$ cat config.mk
export PLATFORM = sky130hd
export DESIGN_NAME = pnf_front
export DESIGN_NICKNAME = d
export VERILOG_FILES = /design/src/sv/pnf_pkg.sv /design/src/sv/pnf_front.sv
export SDC_FILE = /design/constraint.sdc
export NUM_CORES = 1
export LEC_CHECK = 0
export BUFFER_PORTS_ARGS = -buffer_cell sky130_fd_sc_hd__buf_2
export CORE_UTILIZATION = 32
export CTS_CLUSTER_DIAMETER = 80
export DETAILED_ROUTE_END_ITERATION = 16
export GPL_TIMING_DRIVEN = 0
export PLACE_DENSITY_LB_ADDON = 0.25
export REMOVE_ABC_BUFFERS = 1
export SLEW_MARGIN = 20
export SYNTH_ARGS = -nofsm -noshare
export SYNTH_HDL_FRONTEND = slang
export SYNTH_SLANG_ARGS = --single-unit
$ cat constraint.sdc
create_clock -name clk -period 1.93 [get_ports clk]
set_input_delay 0 -clock clk [delete_from_list [all_inputs] [get_ports clk]]
set_output_delay 0 -clock clk [all_outputs]
set_load 0.05 [all_outputs]
$ cat src/sv/pnf_pkg.sv
// shared types, constants and helpers of the printf number formatter
package pnf_pkg;

    localparam int CHAR_W     = 8;
    localparam int ARG_W      = 32;
    localparam int DIGIT_W    = 4;
    localparam int DEC_DIGITS = 10;
    localparam int DIG_IDX_W  = $clog2(DEC_DIGITS);
    localparam int POS_W      = 5;
    // depth must stay a power of two so the pointers wrap on their own
    localparam int Q_DEPTH    = 2;
    localparam int Q_PTR_W    = $clog2(Q_DEPTH);
    localparam int Q_CNT_W    = $clog2(Q_DEPTH + 1);

    // quotient by ten as (v * ceil(2^35 / 10)) >> 35, exact for 32-bit v
    localparam logic [ARG_W-1:0] DEC_RECIP = 32'hCCCC_CCCD;
    localparam int DEC_SHIFT = 35;

    localparam logic [POS_W-1:0] BIN_TOP_POS = 5'd31;
    localparam logic [POS_W-1:0] OCT_TOP_POS = 5'd10;
    localparam logic [POS_W-1:0] HEX_TOP_POS = 5'd7;

    localparam logic [CHAR_W-1:0] ASC_PCT   = 8'h25;
    localparam logic [CHAR_W-1:0] ASC_MINUS = 8'h2D;
    localparam logic [CHAR_W-1:0] ASC_ZERO  = 8'h30;
    localparam logic [CHAR_W-1:0] ASC_ALPHA = 8'h37;
    localparam logic [CHAR_W-1:0] CONV_B    = 8'h62;
    localparam logic [CHAR_W-1:0] CONV_C    = 8'h63;
    localparam logic [CHAR_W-1:0] CONV_D    = 8'h64;
    localparam logic [CHAR_W-1:0] CONV_O    = 8'h6F;
    localparam logic [CHAR_W-1:0] CONV_P    = 8'h70;
    localparam logic [CHAR_W-1:0] CONV_U    = 8'h75;
    localparam logic [CHAR_W-1:0] CONV_X    = 8'h78;

    typedef enum logic [2:0] {
        CMD_CHAR,
        CMD_SDEC,
        CMD_UDEC,
        CMD_BIN,
        CMD_OCT,
        CMD_HEX
    } cmd_kind_t;

    typedef struct packed {
        cmd_kind_t         kind;
        logic [CHAR_W-1:0] ch;
        logic [ARG_W-1:0]  value;
    } cmd_t;

    typedef struct packed {
        logic full;
        logic empty;
    } q_status_t;

    typedef enum logic [2:0] {
        ST_IDLE,
        ST_TAG,
        ST_POW,
        ST_DGEN,
        ST_DOUT
    } back_state_t;

    function automatic logic [CHAR_W-1:0] hex_glyph(input logic [DIGIT_W-1:0] d);
        logic [CHAR_W-1:0] base;
        base = (d < 4'd10) ? ASC_ZERO : ASC_ALPHA;
        return base + {{(CHAR_W-DIGIT_W){1'b0}}, d};
    endfunction

    function automatic logic [CHAR_W-1:0] tag_char(input cmd_kind_t kind);
        logic [CHAR_W-1:0] t;
        case (kind)
            CMD_BIN: t = CONV_B;
            CMD_OCT: t = CONV_O;
            default: t = CONV_X;
        endcase
        return t;
    endfunction

endpackage

$ cat src/sv/pnf_front.sv
// front end: percent tracking and conversion decode into commands
module pnf_front
(
    input  logic                        clk,
    input  logic                        rst_n,
    input  logic                        in_valid,
    output logic                        in_stall,
    input  logic [pnf_pkg::CHAR_W-1:0]  format_char,
    input  logic [pnf_pkg::ARG_W-1:0]   argument,
    input  pnf_pkg::q_status_t          q_stat,
    output logic                        push,
    output pnf_pkg::cmd_t               push_cmd,
    output logic                        pending
);

    logic pending_reg;
    logic pending_next;
    logic accept;
    logic emit;

    assign in_stall = q_stat.full;
    assign accept   = in_valid && !q_stat.full;
    assign pending  = pending_reg;

    always_comb
    begin
        push_cmd.kind  = pnf_pkg::CMD_CHAR;
        push_cmd.ch    = format_char;
        push_cmd.value = argument;
        emit           = 1'b0;
        if (!pending_reg)
        begin
            emit = (format_char != pnf_pkg::ASC_PCT);
        end
        else
        begin
            unique case (format_char)
                pnf_pkg::CONV_D:
                begin
                    push_cmd.kind = pnf_pkg::CMD_SDEC;
                    emit          = 1'b1;
                end
                pnf_pkg::CONV_U:
                begin
                    push_cmd.kind = pnf_pkg::CMD_UDEC;
                    emit          = 1'b1;
                end
                pnf_pkg::CONV_B:
                begin
                    push_cmd.kind = pnf_pkg::CMD_BIN;
                    emit          = 1'b1;
                end
                pnf_pkg::CONV_X, pnf_pkg::CONV_P:
                begin
                    push_cmd.kind = pnf_pkg::CMD_HEX;
                    emit          = 1'b1;
                end
                pnf_pkg::CONV_O:
                begin
                    push_cmd.kind = pnf_pkg::CMD_OCT;
                    emit          = 1'b1;
                end
                pnf_pkg::CONV_C:
                begin
                    push_cmd.ch = argument[pnf_pkg::CHAR_W-1:0];
                    emit        = 1'b1;
                end
                pnf_pkg::ASC_PCT:
                begin
                    emit = 1'b1;
                end
                default:
                begin
                    // unknown conversion letter: nothing comes out
                    emit = 1'b0;
                end
            endcase
        end
    end

    always_comb
    begin
        pending_next = pending_reg;
        if (accept)
        begin
            pending_next = pending_reg ? 1'b0 : (format_char == pnf_pkg::ASC_PCT);
        end
    end

    assign push = accept && emit;

    always_ff @(posedge clk or negedge rst_n)
    begin
        if (!rst_n)
        begin
            pending_reg <= 1'b0;
        end
        else
        begin
            pending_reg <= pending_next;
        end
    end

endmodule

### Word-level counts from Yosys, hierarchy flattened

Index checks and enable logic that the tools add are counted.

| operators by class | value |
|---|---|
| equality and inequality tests | 9 |
| muxes and demuxes | 6 |
| reductions and logical operators | 5 |

Operators with widths:

| cell | number |
|---|---|
| == test 8 x 7 -> 1 bit, second input constant | 7 |
| case mux 3 bit (5 select lines) | 1 |
| 2-to-1 mux 11 bit | 1 |
| == test 8 x 6 -> 1 bit, second input constant | 1 |
| 2-to-1 mux 8 bit | 1 |
| inequality test 8 x 6 -> 1 bit, second input constant | 1 |
| OR reduction 8 bit | 1 |
| 2-to-1 mux 1 bit | 3 |
| logical AND 1 bit | 2 |
| OR reduction 2 bit | 1 |
| logical NOT 1 bit | 1 |

| storage, ports and cells | value |
|---|---|
| register bits | 1 |
| bits of input ports | 45 |
| output and inout port bits | 46 |
| word-level logic and storage cells | 21 |

### Longest topological paths before layout

| logic depth | value |
|---|---|
| word-level depth | 5 |
| mapped depth | 5 |
| depth with buffers taken out | 4 |

### Least setup slack after synthesis

Ideal clock, no wire load.

| timing | value |
|---|---|
| path kind | reg-to-output |
| start | register pending_reg (netlist: pending) |
| end | output push_cmd[42] (netlist bit) |
| arrival time | 1.907 ns |
| data required time | 1.930 ns |
| slack | 0.023 ns |
| cell stages (with the launch flop) | 2 |
| buffers on the path | 0 |
| path through | dfrtp_1 -> a21boi_0 |

RTL lines:

| item | line | text |
|---|---|---|
| from (decl) | pnf_front.sv:16 | `logic pending_reg;` |
| from (signal assigned) | pnf_front.sv:100 | `pending_reg <= pending_next;` |
| to (decl) | pnf_front.sv:12 | `output pnf_pkg::cmd_t push_cmd,` |

==> metrics.md <==
| Metric | Value |
|---|---|
| Placed cells | `114` |
| Layout area overhead | `-3.26%` |
| Post-Synth XOR/XNOR Area | `1.43%` |
| Mux contribution to synthesized area | `6.92%` |
| Post-synth top flop | `dfrtp_1` |
| Post-place setup slack | `369 ps` |
| Most frequent cells after synthesis | `buf_4 (34), nand2_1 (7), a21o_1 (4)` |
| RSZ-0062 raised after global routing | `false` |
| Leakage | `0.312 nW` |
| Area fraction in compound gates after synthesis | `17.9%` |
| Largest net degree at the start of global routing | `9` |
| Top-area cell type share of the netlist area | `41.5%` |
| Share of layout cells above drive strength 1 | `52.2%` |
| PwrDens | `299 mW/mm^2` |
| Worst rel slew slack | `78.8%` |
| Most area-hungry cell type in the Yosys netlist | `buf_4` |
| Post-CTS sizing | `0` |
| Final Cell Area | `594 sq um` |
| Chip Width | `45.8 microns` |
| Setup slack after layout | `337 ps` |
| DR vias/cell | `4.97` |
| Filler cell count | `220` |
| Final Hold Viols | `0` |
| Diode count | `0` |
| Main combinational cell family by area after synthesis | `buffers and inverters` |
| DRT iter0 DRCs | `6` |
| Routed Antenna Nets | `0` |
| WHS | `0.408 ps` |
| Synth cell types | `29` |
| Critical path start-end classification | `primary input to output port` |
| IO buf count | `41` |
| Total Neg Setup Slack | `0 ps` |
| Clock Latency Late Sink | `0 ps` |
| Worst slew pin tran | `316 ps` |
| Slew Viols, Final | `0` |
| First-pass GRT wire length | `3.14 mm` |
| Status | `finished clean` |
| Required time worst endpoint | `1930 ps` |
| Die ar. | `0.00210 sq mm` |
| Total number of yosys warnings | `0` |
| Drt drc | `0` |
| Gpl congestion | `0.838` |
| CP arrival | `1590 ps` |
| Area post-placement | `584 sq um` |
| Post-Route Skew | `0 ps` |
| Adder-cell area share of the yosys netlist | `0%` |
| Nets | `137` |
| Core Rows | `15` |
| Vias | `572` |
| Sequential element share of the synthesized area | `4.07%` |
| Worst IR drop on VDD | `0.145 mV` |
| Starting density of the core | `34.8%` |
| Hold WC Path Type | `primary input to output port` |
| Most common cell in the netlist | `buf_4` |
| CP endpoint kind | `output port` |
| Vias in the first global route | `483` |
| Final setup viols | `0` |
| Multi-input gate area | `312 sq um` |
| Period minus WS final | `1590 ps` |
| Final WL | `2.37 mm` |
| Drt pass-1 iters | `2` |
| EDFF count, synth | `0` |
| Boundary pin count | `91` |
| Synthesized netlist cell count | `83` |
| DP HPWL | `2.13 mm` |
| Fmax | `628 MHz` |
| Post-Syn Area | `614 sq um` |
| Die Ht | `45.8 microns` |
| Largest register FFs | `1` |
| Period utilisation layout | `82.6%` |
| Initial antenna violation count | `0` |
| Area contributors post-synth | `buf_4 (42%), a21o_1 (4.9%), nand2_1 (4.3%)` |
| Drt wl/cell | `20.6 microns` |
| Max-cap violations | `0` |
| Core area | `0.00176 sq mm` |
| FF+latch count, synth | `1` |
| Synthesized-area fraction occupied by and/or/nand/nor cells | `24.4%` |
| Sequential cell area | `25.0 sq um` |
| Startpoint types | `primary input` |
| Syn Area/Cell | `7.40 sq um` |
| Final Non-Filler Cells | `115` |
| Asr flop ratio synth | `100%` |
| Global Route Usage Sum | `22.8%` |
| Total global routing overflow | `0` |
| Maximum fanout along the worst path | `8` |
[power breakdown]
group / total, mW / internal [mW] / leakage [nW] / switching [mW]
Clock: 0 / 0 / 0 / 0
Sequential: 0.0216 / 0.0214 / 0.0140 / 0.000199
Combinational: 0.156 / 0.0441 / 0.298 / 0.112
Total: 0.178 / 0.0656 / 0.312 / 0.112
[metal layers]
metal / up-vias / global-route usage (%) / routed length (microns)
li1: 267 / - / -
met1: 238 / 20.1 / 727
met2: 65 / 38.6 / 1060
met3: 2 / 21.0 / 546
met4: 0 / 2.94 / 30
met5: - / 8.57 / 0
[cell type report]
cell class	count	area share (%)
Multi-Input combinational cell	44	52.4
Inverter	3	1.89
Timing Repair Buffer	42	36.2
Sequential cell	1	4.21
Tap cell	25	5.26
[cell families (layout without fill, tap and decap cells)]
logic type / count (synthesis) / after routing
AOI/OAI and AO/OA: 14 / 14
xor gates and xnor gates: 1 / 1
buffers and inverters: 38 / 45
DFF: 1 / 1
muxes: 4 / 4
and+or+nand+nor: 25 / 25
[layout by cell type, fill, tap and decap left out, drive strengths merged]
cell type,instances
nand3b,1
xor2,1
mux2,2
nor4b,1
a21boi,3
nand3,1
mux2i,2
dlygate4sd3,1
buf,41
dfrtp,1
nand2b,4
nor2,4
nand2,7
inv,3
and3,1
a211oi,1
o41ai,1
o21ai,1
or4b,2
o32a,1
nor3,3
a21oi,2
nand4,1
a21o,5
[final timing paths]
check,startpoint,cells after the start,slack (ps),end
min in group asynchronous,rst_n,2,310,pending
hold / removal,argument[12],0,0.4,push_cmd[12]
setup / recovery,format_char[1],6,340,push_cmd[37]
max in group asynchronous,rst_n,2,1530,pending
setup reg to reg,pending,3,970,pending
hold reg to reg,pending,2,620,pending
[per-stage QoR]
step / utilization (%) / total power, mW
floorplan: - / 0.0843
global placement: 33.1 / 0.174
detailed placement: 33.1 / 0.175
CTS: 33.7 / 0.177
global route: 33.7 / 0.186
finish: 33.7 / 0.178
[what timing repair did]
| action | CTS | global route |
|---|---|---|
| setup buffers | 0 | 0 |
| hold buffers | 1 | 0 |
| hold endpoints to repair | 1 | 0 |
[critical path: stages]
cell	delay [ps]
buf_2	150
nand2_1	120
nor4b_2	330
and3_1	410
mux2_1	370
buf_2	220
No activity file was read; power rests on OpenSTA's default activity.
