<file path="config.mk">
export PLATFORM = sky130hd
export DESIGN_NAME = pnf_queue
export DESIGN_NICKNAME = d
export VERILOG_FILES = /design/src/sv/pnf_pkg.sv /design/src/sv/pnf_queue.sv
export SDC_FILE = /design/constraint.sdc
export NUM_CORES = 1
export LEC_CHECK = 0
export ABC_CLOCK_PERIOD_IN_PS = 3600
export BUFFER_PORTS_ARGS = -buffer_cell sky130_fd_sc_hd__buf_4
export CAP_MARGIN = 25
export CORE_MARGIN = 8
export CORE_UTILIZATION = 52
export CTS_BUF_LIST = sky130_fd_sc_hd__clkbuf_16
export CTS_CLUSTER_SIZE = 30
export DETAILED_ROUTE_END_ITERATION = 7
export HOLD_SLACK_MARGIN = 0.08
export PLACE_DENSITY = 0.76
export SYNTH_ARGS = -nofsm -noshare
export SYNTH_HDL_FRONTEND = slang
export SYNTH_SLANG_ARGS = --single-unit
export TNS_END_PERCENT = 10
</file>
<file path="constraint.sdc">
create_clock -name clk -period 3.6 [get_ports clk]
set_clock_uncertainty 0.1 [all_clocks]
set_input_delay 0.72 -clock clk [delete_from_list [all_inputs] [get_ports clk]]
set_output_delay 0.72 -clock clk [all_outputs]
set_load 0.02 [all_outputs]
</file>
<file path="src/sv/pnf_pkg.sv">
// shared types, constants and helpers of the printf number formatter
package pnf_pkg;

    localparam int CHAR_W     = 8;
    localparam int ARG_W      = 32;
    localparam int DIGIT_W    = 4;
    localparam int DEC_DIGITS = 10;
    localparam int DIG_IDX_W  = $clog2(DEC_DIGITS);
    localparam int POS_W      = 5;
    // depth must stay a power of two so the pointers wrap on their own
    localparam int Q_DEPTH    = 2;
    localparam int Q_PTR_W    = $clog2(Q_DEPTH);
    localparam int Q_CNT_W    = $clog2(Q_DEPTH + 1);

    // quotient by ten as (v * ceil(2^35 / 10)) >> 35, exact for 32-bit v
    localparam logic [ARG_W-1:0] DEC_RECIP = 32'hCCCC_CCCD;
    localparam int DEC_SHIFT = 35;

    localparam logic [POS_W-1:0] BIN_TOP_POS = 5'd31;
    localparam logic [POS_W-1:0] OCT_TOP_POS = 5'd10;
    localparam logic [POS_W-1:0] HEX_TOP_POS = 5'd7;

    localparam logic [CHAR_W-1:0] ASC_PCT   = 8'h25;
    localparam logic [CHAR_W-1:0] ASC_MINUS = 8'h2D;
    localparam logic [CHAR_W-1:0] ASC_ZERO  = 8'h30;
    localparam logic [CHAR_W-1:0] ASC_ALPHA = 8'h37;
    localparam logic [CHAR_W-1:0] CONV_B    = 8'h62;
    localparam logic [CHAR_W-1:0] CONV_C    = 8'h63;
    localparam logic [CHAR_W-1:0] CONV_D    = 8'h64;
    localparam logic [CHAR_W-1:0] CONV_O    = 8'h6F;
    localparam logic [CHAR_W-1:0] CONV_P    = 8'h70;
    localparam logic [CHAR_W-1:0] CONV_U    = 8'h75;
    localparam logic [CHAR_W-1:0] CONV_X    = 8'h78;

    typedef enum logic [2:0] {
        CMD_CHAR,
        CMD_SDEC,
        CMD_UDEC,
        CMD_BIN,
        CMD_OCT,
        CMD_HEX
    } cmd_kind_t;

    typedef struct packed {
        cmd_kind_t         kind;
        logic [CHAR_W-1:0] ch;
        logic [ARG_W-1:0]  value;
    } cmd_t;

    typedef struct packed {
        logic full;
        logic empty;
    } q_status_t;

    typedef enum logic [2:0] {
        ST_IDLE,
        ST_TAG,
        ST_POW,
        ST_DGEN,
        ST_DOUT
    } back_state_t;

    function automatic logic [CHAR_W-1:0] hex_glyph(input logic [DIGIT_W-1:0] d);
        logic [CHAR_W-1:0] base;
        base = (d < 4'd10) ? ASC_ZERO : ASC_ALPHA;
        return base + {{(CHAR_W-DIGIT_W){1'b0}}, d};
    endfunction

    function automatic logic [CHAR_W-1:0] tag_char(input cmd_kind_t kind);
        logic [CHAR_W-1:0] t;
        case (kind)
            CMD_BIN: t = CONV_B;
            CMD_OCT: t = CONV_O;
            default: t = CONV_X;
        endcase
        return t;
    endfunction

endpackage

</file>
<file path="src/sv/pnf_queue.sv">
// short command queue between front end and back end
module pnf_queue
(
    input  logic                clk,
    input  logic                rst_n,
    input  logic                push,
    input  pnf_pkg::cmd_t       push_cmd,
    input  logic                pop,
    output pnf_pkg::cmd_t       pop_cmd,
    output pnf_pkg::q_status_t  q_stat
);

    pnf_pkg::cmd_t               mem_reg [pnf_pkg::Q_DEPTH];
    logic [pnf_pkg::Q_PTR_W-1:0] wr_ptr_reg;
    logic [pnf_pkg::Q_PTR_W-1:0] wr_ptr_next;
    logic [pnf_pkg::Q_PTR_W-1:0] rd_ptr_reg;
    logic [pnf_pkg::Q_PTR_W-1:0] rd_ptr_next;
    logic [pnf_pkg::Q_CNT_W-1:0] cnt_reg;
    logic [pnf_pkg::Q_CNT_W-1:0] cnt_next;

    localparam logic [pnf_pkg::Q_CNT_W-1:0] FullCnt = pnf_pkg::Q_CNT_W'(pnf_pkg::Q_DEPTH);

    assign q_stat.full  = (cnt_reg == FullCnt);
    assign q_stat.empty = (cnt_reg == '0);
    assign pop_cmd      = mem_reg[rd_ptr_reg];

    always_comb
    begin
        wr_ptr_next = push ? wr_ptr_reg + 1'b1 : wr_ptr_reg;
        rd_ptr_next = pop ? rd_ptr_reg + 1'b1 : rd_ptr_reg;
        cnt_next    = cnt_reg;
        if (push && !pop)
        begin
            cnt_next = cnt_reg + 1'b1;
        end
        else if (pop && !push)
        begin
            cnt_next = cnt_reg - 1'b1;
        end
    end

    always_ff @(posedge clk)
    begin
        if (push)
        begin
            mem_reg[wr_ptr_reg] <= push_cmd;
        end
    end

    always_ff @(posedge clk or negedge rst_n)
    begin
        if (!rst_n)
        begin
            wr_ptr_reg <= '0;
            rd_ptr_reg <= '0;
            cnt_reg    <= '0;
        end
        else
        begin
            wr_ptr_reg <= wr_ptr_next;
            rd_ptr_reg <= rd_ptr_next;
            cnt_reg    <= cnt_next;
        end
    end

endmodule

</file>
# Yosys cells after proc, flatten, opt, wreduce, memory -nomap -nowiden
# Memory sizes are Yosys's and may differ from the RTL's.
# Cells that the tools add are included.
# Widths: inputs -> output; s select.
[classes]
n_addsub = 4
n_eq_ne = 1
n_mux = 4
reduce_logical = 6
[op_table]
columns = ["cell", "n"]
rows = [
  ["$mux 2", 2],
  ["$add 1x1->1 const B", 2],
  ["$add 2x1->2 const B", 1],
  ["$eq 2x2->1 const B", 1],
  ["$logic_and 1x1->1", 2],
  ["$logic_not 1->1", 2],
  ["$logic_not 2->1", 1],
  ["$mux 1", 2],
  ["$reduce_bool 2->1", 1],
  ["$sub 2x1->2 const B", 1],
]
[totals]
ff_bits = 4
ramBits = 86
input_bits = 47
output_inout_bits = 45
elab_cells = 19
memories = 1
[mem_list]
columns = ["memory", "depth", "word_bits", "read_ports", "rd_clocked_by_memory_dff", "write_ports", "line", "text"]
rows = [
  ["mem_reg", 2, 43, 1, 0, 1, "pnf_queue.sv:13", "pnf_pkg::cmd_t mem_reg [pnf_pkg::Q_DEPTH];"],
]

# Depth between registers and ports, before layout
# Gate-level depths: netlist (run 1).
[depth]
depth_word = 4
mapped_depth = 5
ltp_nobuf = 5

# Worst setup path after synthesis (run 1)
# No wires, ideal clock.
[synth_timing]
path_type = "input to register"
start = "input port push"
end = "memory mem_reg[0][0] in the netlist's numbering (enable)"
setup_ps = 449
arrival_ps = 2637
setup_slack_ps = 414
cell_stages = 1
path_buffers = 0
path_cell_list = "nor2b_1"
[synth_via]
elab_chain_len = 2
[synth_rtl]
columns = ["element", "line", "text"]
rows = [
  ["start: declaration", "pnf_queue.sv:6", "input logic push,"],
  ["$mux 1", "pnf_queue.sv:44", "if (push)"],
  ["$mux 1 (not written as such)", "pnf_queue.sv:46", "mem_reg[wr_ptr_reg] <= push_cmd;"],
  ["end: declaration", "pnf_queue.sv:13", ""],
]
# No other way between the ends.

==> results of run 1 <==
cell families after synthesis:
logic type | after synthesis | share of synthesized area (%)
muxes | 43 | 18.1
DFF | 90 | 76.8
xor gates and xnor gates | 5 | 1.25
and+or+nand+nor | 5 | 0.753
adders and majority gates | 1 | 0.358
buffers and inverters | 6 | 2.72
per-stage QoR:
step / hold WS [ps] / util [%] / instances / power (mW)
2_1_floorplan: 324 / - / 150 / 2.46
3_3_place_gp: 373 / 63.5 / 318 / 2.85
3_5_place_dp: 380 / 63.5 / 318 / 2.87
4_1_cts: 393 / 68.7 / 335 / 3.90
5_1_grt: 405 / 69.0 / 336 / 4.01
6_report: 390 / 69.0 / 336 / 3.86
layout by cell type, fill, tap and decap left out:
cell,synthesis,routed
nor2b_4,0,1
and2_2,0,1
nor2b_1,2,1
mux2_2,4,4
buf_4,0,92
edfxtp_1,86,86
dfrtp_1,4,3
buf_12,4,2
mux2_4,39,39
clkinvlp_4,0,1
xnor2_1,1,1
nor2_1,2,2
bufinv_16,0,3
inv_1,1,3
ha_1,1,1
dlygate4sd3_1,0,1
xor2_1,4,4
clkinv_2,0,1
clkbuf_16,0,9
dfrtp_2,0,1
repair_timing:
| item | in CTS | in global routing |
|---|---|---|
| hold buffers | 1 | 0 |
| resized for setup | 0 | 0 |
| endpoints found under the hold margin | 4 | 0 |
| endpoints found under the setup margin | 0 | 0 |
final cells by class:
cell class	instances	area share, %
Clock buffer	9	4.91
Clock inverter	7	2.40
Inverter	1	0.0819
Multi-Input combinational cell	54	15.7
Sequential cell	90	58.5
Tap cell	80	2.18
Timing Repair Buffer	95	16.2
routing by layer:
layer / share of wire, % / up-vias / global-route usage [%]
met5: 0 / - / 0
met4: 1.9 / 0 / 6.71
met3: 8.2 / 9 / 5.48
met2: 52 / 68 / 22.1
met1: 38 / 792 / 13.0
li1: - / 787 / -
critical path, delay by kind of cell, from the launching register on:
kind / cells / cell delay [ps]
mux: 1 / 390
flops: 1 / 370
buf+inv: 2 / 460
report_power, final:
part	switching (mW)	total (mW)	internal [mW]
Combinational	0.693	1.38	0.685
Sequential	0.0680	1.46	1.39
Clock	0.346	1.02	0.671
Total	1.11	3.86	2.75
worst min path at each step:
stage	end	slack (ps)	cells past startpoint
finish	cnt_reg[1]	390	1
global route	cnt_reg[1]	400	1
CTS	cnt_reg[1]	390	1
detailed placement	cnt_reg[1]	380	1
global placement	cnt_reg[1]	370	1
floorplan	cnt_reg[0]	320	0
==> results by group, run 1 <==
Worst setup path
  – CP Capture Type: output pin
  – R2r setup slk: 1850 ps
  – Crit path capture: pop_cmd[28]
  – Worst path arrival time: 1550 ps
  – Worst-path cell chain: buf_12 > mux2_2 > buf_4
  – Max stage delay on crit path: 390 ps
  – CP Max Fanout: 44
  – CP Data Required Time: approximately 2800 ps
  – FF-to-FF End: mem_reg[0][32]
  – WS Path Type: reg2out
  – Slowest stage cell, crit path: mux2_2
  – Crit path launch type: flip-flop
  – R2R depth: 2
  – Beginning of the critical path: rd_ptr_reg
  – Reg2reg start: wr_ptr_reg

Synthesis
  – Count leader, synth: edfxtp_1
  – Number of synthesis warnings: 0
  – Post-synthesis async set-or-reset flop share: 4.44%
  – Area share of the largest cell type after synthesis: 74.0%
  – Ys flop type: edfxtp_1
  – Number of flops mapped to enable cells by yosys: 86
  – #FFs+latches synth: 90
  – Post-Synthesis Cells: 150
  – Post-synthesis cell area: 3490 µm²
  – Top post-synthesis cells by count: 86 x edfxtp_1, 39 x mux2_4
  – Seq/Total Area, Yosys: 76.8%
  – Area contributors post-synth: edfxtp_1 74%, mux2_4 17%, dfrtp_1 2.9%, buf_12 2.3%, mux2_2 1.3%
  – Post-synth top area cell: edfxtp_1
  – Yosys cell types: 13
  – Syn avg cell area: 23.3 µm²
  – Synth Net Count: 198

Placed design
  – Setup WS pre-CTS: 1390 ps
  – Post-DP Area: 4220 µm²
  – GPL Wtd Cong: 0.678
  – Post-DP HPWL: 4.13 mm
  – Port bufs: 91

Global routing
  – Total track usage: roughly 13%
  – First-pass GRT wire length: ~9.4 mm
  – GRT Residual Overflow: 0
  – Antenna violations before repair: 0
  – Via count of the first global-routing pass: about 1900
  – Largest net degree at the start of global routing: 45

Run
  – Max_cap viols: 0

Layout
  – Layout fillers: 428
  – Multi-input logic area: 722 µm²
  – Design area: approximately 4600 µm²
  – Proportion of layout cells with a drive suffix above 1: between 60% and 70%
  – Max reg flops: 86
  – Nets@finish: between 200 and 300
  – Synthesis-to-layout area growth: 31.4%
  – Number of diodes: 0
  – Seq. cell area: 2680 µm²

Floorplan
  – Chip width: 97.9 µm
  – Rows: 30
  – Initial Util: 52.5%
  – # IOs: 92
  – Chip height: 97.9 µm
  – Core Box Area: 6640 µm²
  – Die ar.: between 9000 and 10000 µm²

Routing
  – Post-Route WL: 6.00 mm
  – Initial DRT Pass Iterations: 4
  – Vias: between 1500 and 2000
  – DRC: 0
  – Wire per inst: 17.8 µm
  – Vias/cell: 4.93
  – ANT nets after route: 0
  – Initial DRC count: 88

STA
  – Fmax: approximately 420 MHz
  – Worst slew margin: 65.7%
  – Fin. Hold Viols: 0
  – Fin crit period: 2370 ps
  – Setup Viol. Count Final: 0
  – RSZ-0062 raised after global routing: no
  – Worst setup margin: between 1000 and 1500 ps
  – Period utilisation layout: 65.9%
  – Setup TNS: 0 ps
  – Slew @ Worst Pin: 513 ps
  – Max-slew violations: 0

CTS
  – Clock Tree Buf Depth: 2
  – Htree depth: 3
  – Clock transition at the registers of the reported paths: ~60 ps
  – Cts bufs inserted: 9
  – Skew-Pair Late Insertion Delay: 320 ps
  – Clock root buffer: clkbuf_16
  – Clock Sinks: 90
  – CTS tree: built
  – Setup Fix Bufs, Post-CTS: 0

Pwr
  – Pleak: 1.87 nW
  – Worst VDD drop: 0.594 mV
  – Cell Pwr Density: between 800 and 900 nW/µm²

Status
  – Status: completed

Worst hold path
  – Hold path startpoint: cnt_reg[1]
  – Hold WC Path Type: reg2reg
Power figures use the tool's default switching activity.
==> run 2, diff against run 1 <==
--- a/config.mk
+++ b/config.mk
@@ -5,7 +5,7 @@
 export SDC_FILE = /design/constraint.sdc
 export NUM_CORES = 1
 export LEC_CHECK = 0
-export ABC_CLOCK_PERIOD_IN_PS = 3600
+export ABC_CLOCK_PERIOD_IN_PS = 2300
 export BUFFER_PORTS_ARGS = -buffer_cell sky130_fd_sc_hd__buf_4
 export CAP_MARGIN = 25
 export CORE_MARGIN = 8
==> constraint.sdc (replaced) <==
create_clock -name clk -period 2.3 [get_ports clk]
set_clock_uncertainty 0.1 [all_clocks]
set_input_delay 0.46 -clock clk [delete_from_list [all_inputs] [get_ports clk]]
set_output_delay 0.46 -clock clk [all_outputs]
set_load 0.02 [all_outputs]
==> run 2 against run 1 <==
  * Sequential cell count unchanged
  * Sequential share of layout area increased by 0.18 points
  * Final cell count grew 0.60%
  * Total power is 53% higher
  * Die area stayed put
  * Critical path depth is the same
  * Combinational power is 59% higher
  * Register-to-register slack worse by 1100 ps
  * Highest routed layer unchanged
==> results by group, run 2 (synthesis results as in run 1) <==
Floorplan
  – Die ar.: 9590 µm²
  – Core Box Area: between 6000 and 7000 µm²
  – Chip height: 97.9 µm
  – Chip width: 97.9 µm
  – Rows: 30
  – Initial Util: about 53%
  – # IOs: between 90 and 100

Global routing
  – First-pass GRT wire length: 9.29 mm
  – Antenna violations before repair: 0
  – Total track usage: 12.6%
  – Via count of the first global-routing pass: 1820
  – Largest net degree at the start of global routing: 33
  – GRT Residual Overflow: 0

Worst setup path
  – Worst path arrival time: 1580 ps
  – CP Data Required Time: 1740 ps
  – R2R depth: 2
  – R2r setup slk: ~800 ps
  – Crit path launch type: flip-flop
  – Reg2reg start: wr_ptr_reg
  – CP Capture Type: output pin
  – FF-to-FF End: mem_reg[1][37]
  – WS Path Type: reg2out
  – CP Max Fanout: 21

CTS
  – Cts bufs inserted: 9
  – CTS tree: built
  – Clock root buffer: clkbuf_16
  – Skew-Pair Late Insertion Delay: 320 ps
  – Clock Tree Buf Depth: 2
  – Clock transition at the registers of the reported paths: 70 ps
  – Setup Fix Bufs, Post-CTS: 0
  – Clock Sinks: 90
  – Htree depth: 3

Routing
  – Initial DRT Pass Iterations: 4
  – Vias/cell: 4.97
  – DRC: 0
  – Wire per inst: ~18 µm
  – Wire length on met3: just over 500 µm
  – DR WL met2: 3.01 mm
  – Met1 wire length: 2.34 mm
  – Post-Route WL: 5.95 mm
  – Vias: 1681
  – ANT nets after route: 0
  – Top layer in use: met4
  – Initial DRC count: 68

Layout
  – Proportion of layout cells with a drive suffix above 1: 60.9%
  – Most frequent cells in the layout: 93 x buf_4, 86 x edfxtp_1, 39 x mux2_4, 9 x clkbuf_16
  – Commonest non-fill, non-tap cell in the layout: buf_4
  – Cell Count, Final, Fillers Out: 338
  – Synthesis-to-layout area growth: 31.0%
  – Number of diodes: 0
  – Nets@finish: 301
  – Max reg flops: 86

STA
  – Fmax: between 400 and 500 MHz
  – RSZ-0062 raised after global routing: no
  – Setup Viol. Count Final: 0
  – Fin crit period: 2140 ps
  – Period utilisation layout: 92.9%
  – Setup TNS: 0 ps
  – Slew @ Worst Pin: 425 ps
  – Max-slew violations: 0
  – Hold slack: 218 ps
  – Fin. Hold Viols: 0
  – Worst slew margin: 71.6%

Pwr
  – Int Pwr: roughly 4 mW
  – Pleak: 1.87 nW
  – Logic pwr share: 37.2%
  – Reg power frac: 38.8%
  – Switching Fraction: 30.0%
  – Net Sw Power: 1.77 mW
  – Worst VDD drop: 0.863 mV
  – Cell Pwr Density: 1290 nW/µm²
  – Total power: around 5.9 mW
  – Clock Power Share: a little under a quarter

Worst hold path
  – Hold path endpoint: mem_reg[1][41]
  – Hold WC Path Type: in2reg
  – Hold path startpoint: push_cmd[41]
  – WHS Path Cells: 1

Placed design
  – Inst Count DP: 321
  – GPL Wtd Cong: 0.650
  – Post-DP HPWL: 4.14 mm
  – Port bufs: 91

Status
  – Status: completed

Run
  – Max_cap viols: 0
-- run 2: area by class of cell --
type	instances	area (µm²)
sequential	90	2680
fill	438	2070
timing repair buffer	97	768
multi-input combinational	54	722
clock buffer	9	225
tap	80	100
clock inverter	7	68.8
inverter	1	3.75
-- run 2: power by group through the flow --
stage	Combinational (mW)	Sequential (mW)	Clock (mW)
global placement	2.22	2.31	0
floorplan	1.56	2.30	0
detailed placement	2.22	2.32	0
CTS	2.23	2.29	1.44
global route	2.31	2.31	1.51
finish	2.19	2.29	1.42
-- run 2: critical path, stage by stage (launching register included) --
cell and delay, ps:
dfrtp_2 380, buf_4 360, mux2_4 340, buf_4 160
-- run 2: timing repair --
action                                 CTS  global route
hold buffers                             1             0
endpoints found under the hold margin    4             0
resized for setup                        0             0
-- run 2: worst max-delay path by stage --
stage,cells after the start,slack [ps],end,startpoint
finish,3,160,pop_cmd[35],rd_ptr_reg
global route,3,110,pop_cmd[6],rd_ptr_reg
CTS,3,150,pop_cmd[35],rd_ptr_reg
floorplan,1,180,mem_reg[0][0],push
detailed placement,3,500,pop_cmd[7],rd_ptr_reg
global placement,3,490,pop_cmd[24],rd_ptr_reg
-- run 2: routing by layer --
layer  GRT usage, %  vias up
li1               -      792
met1           13.1      826
met2           21.3       56
met4           5.76        0
met5              0        -
met3           5.76        7
-- run 2: through the flow --
stage / setup slack, ps / instance area, µm² / utilization (%)
after floorplan: 175 / 3490 / -
after global placement: 491 / 4270 / 64.2
after detailed placement: 500 / 4270 / 64.2
after CTS: 146 / 4570 / 68.8
after global routing: 106 / 4570 / 68.8
final: 164 / 4570 / 68.8
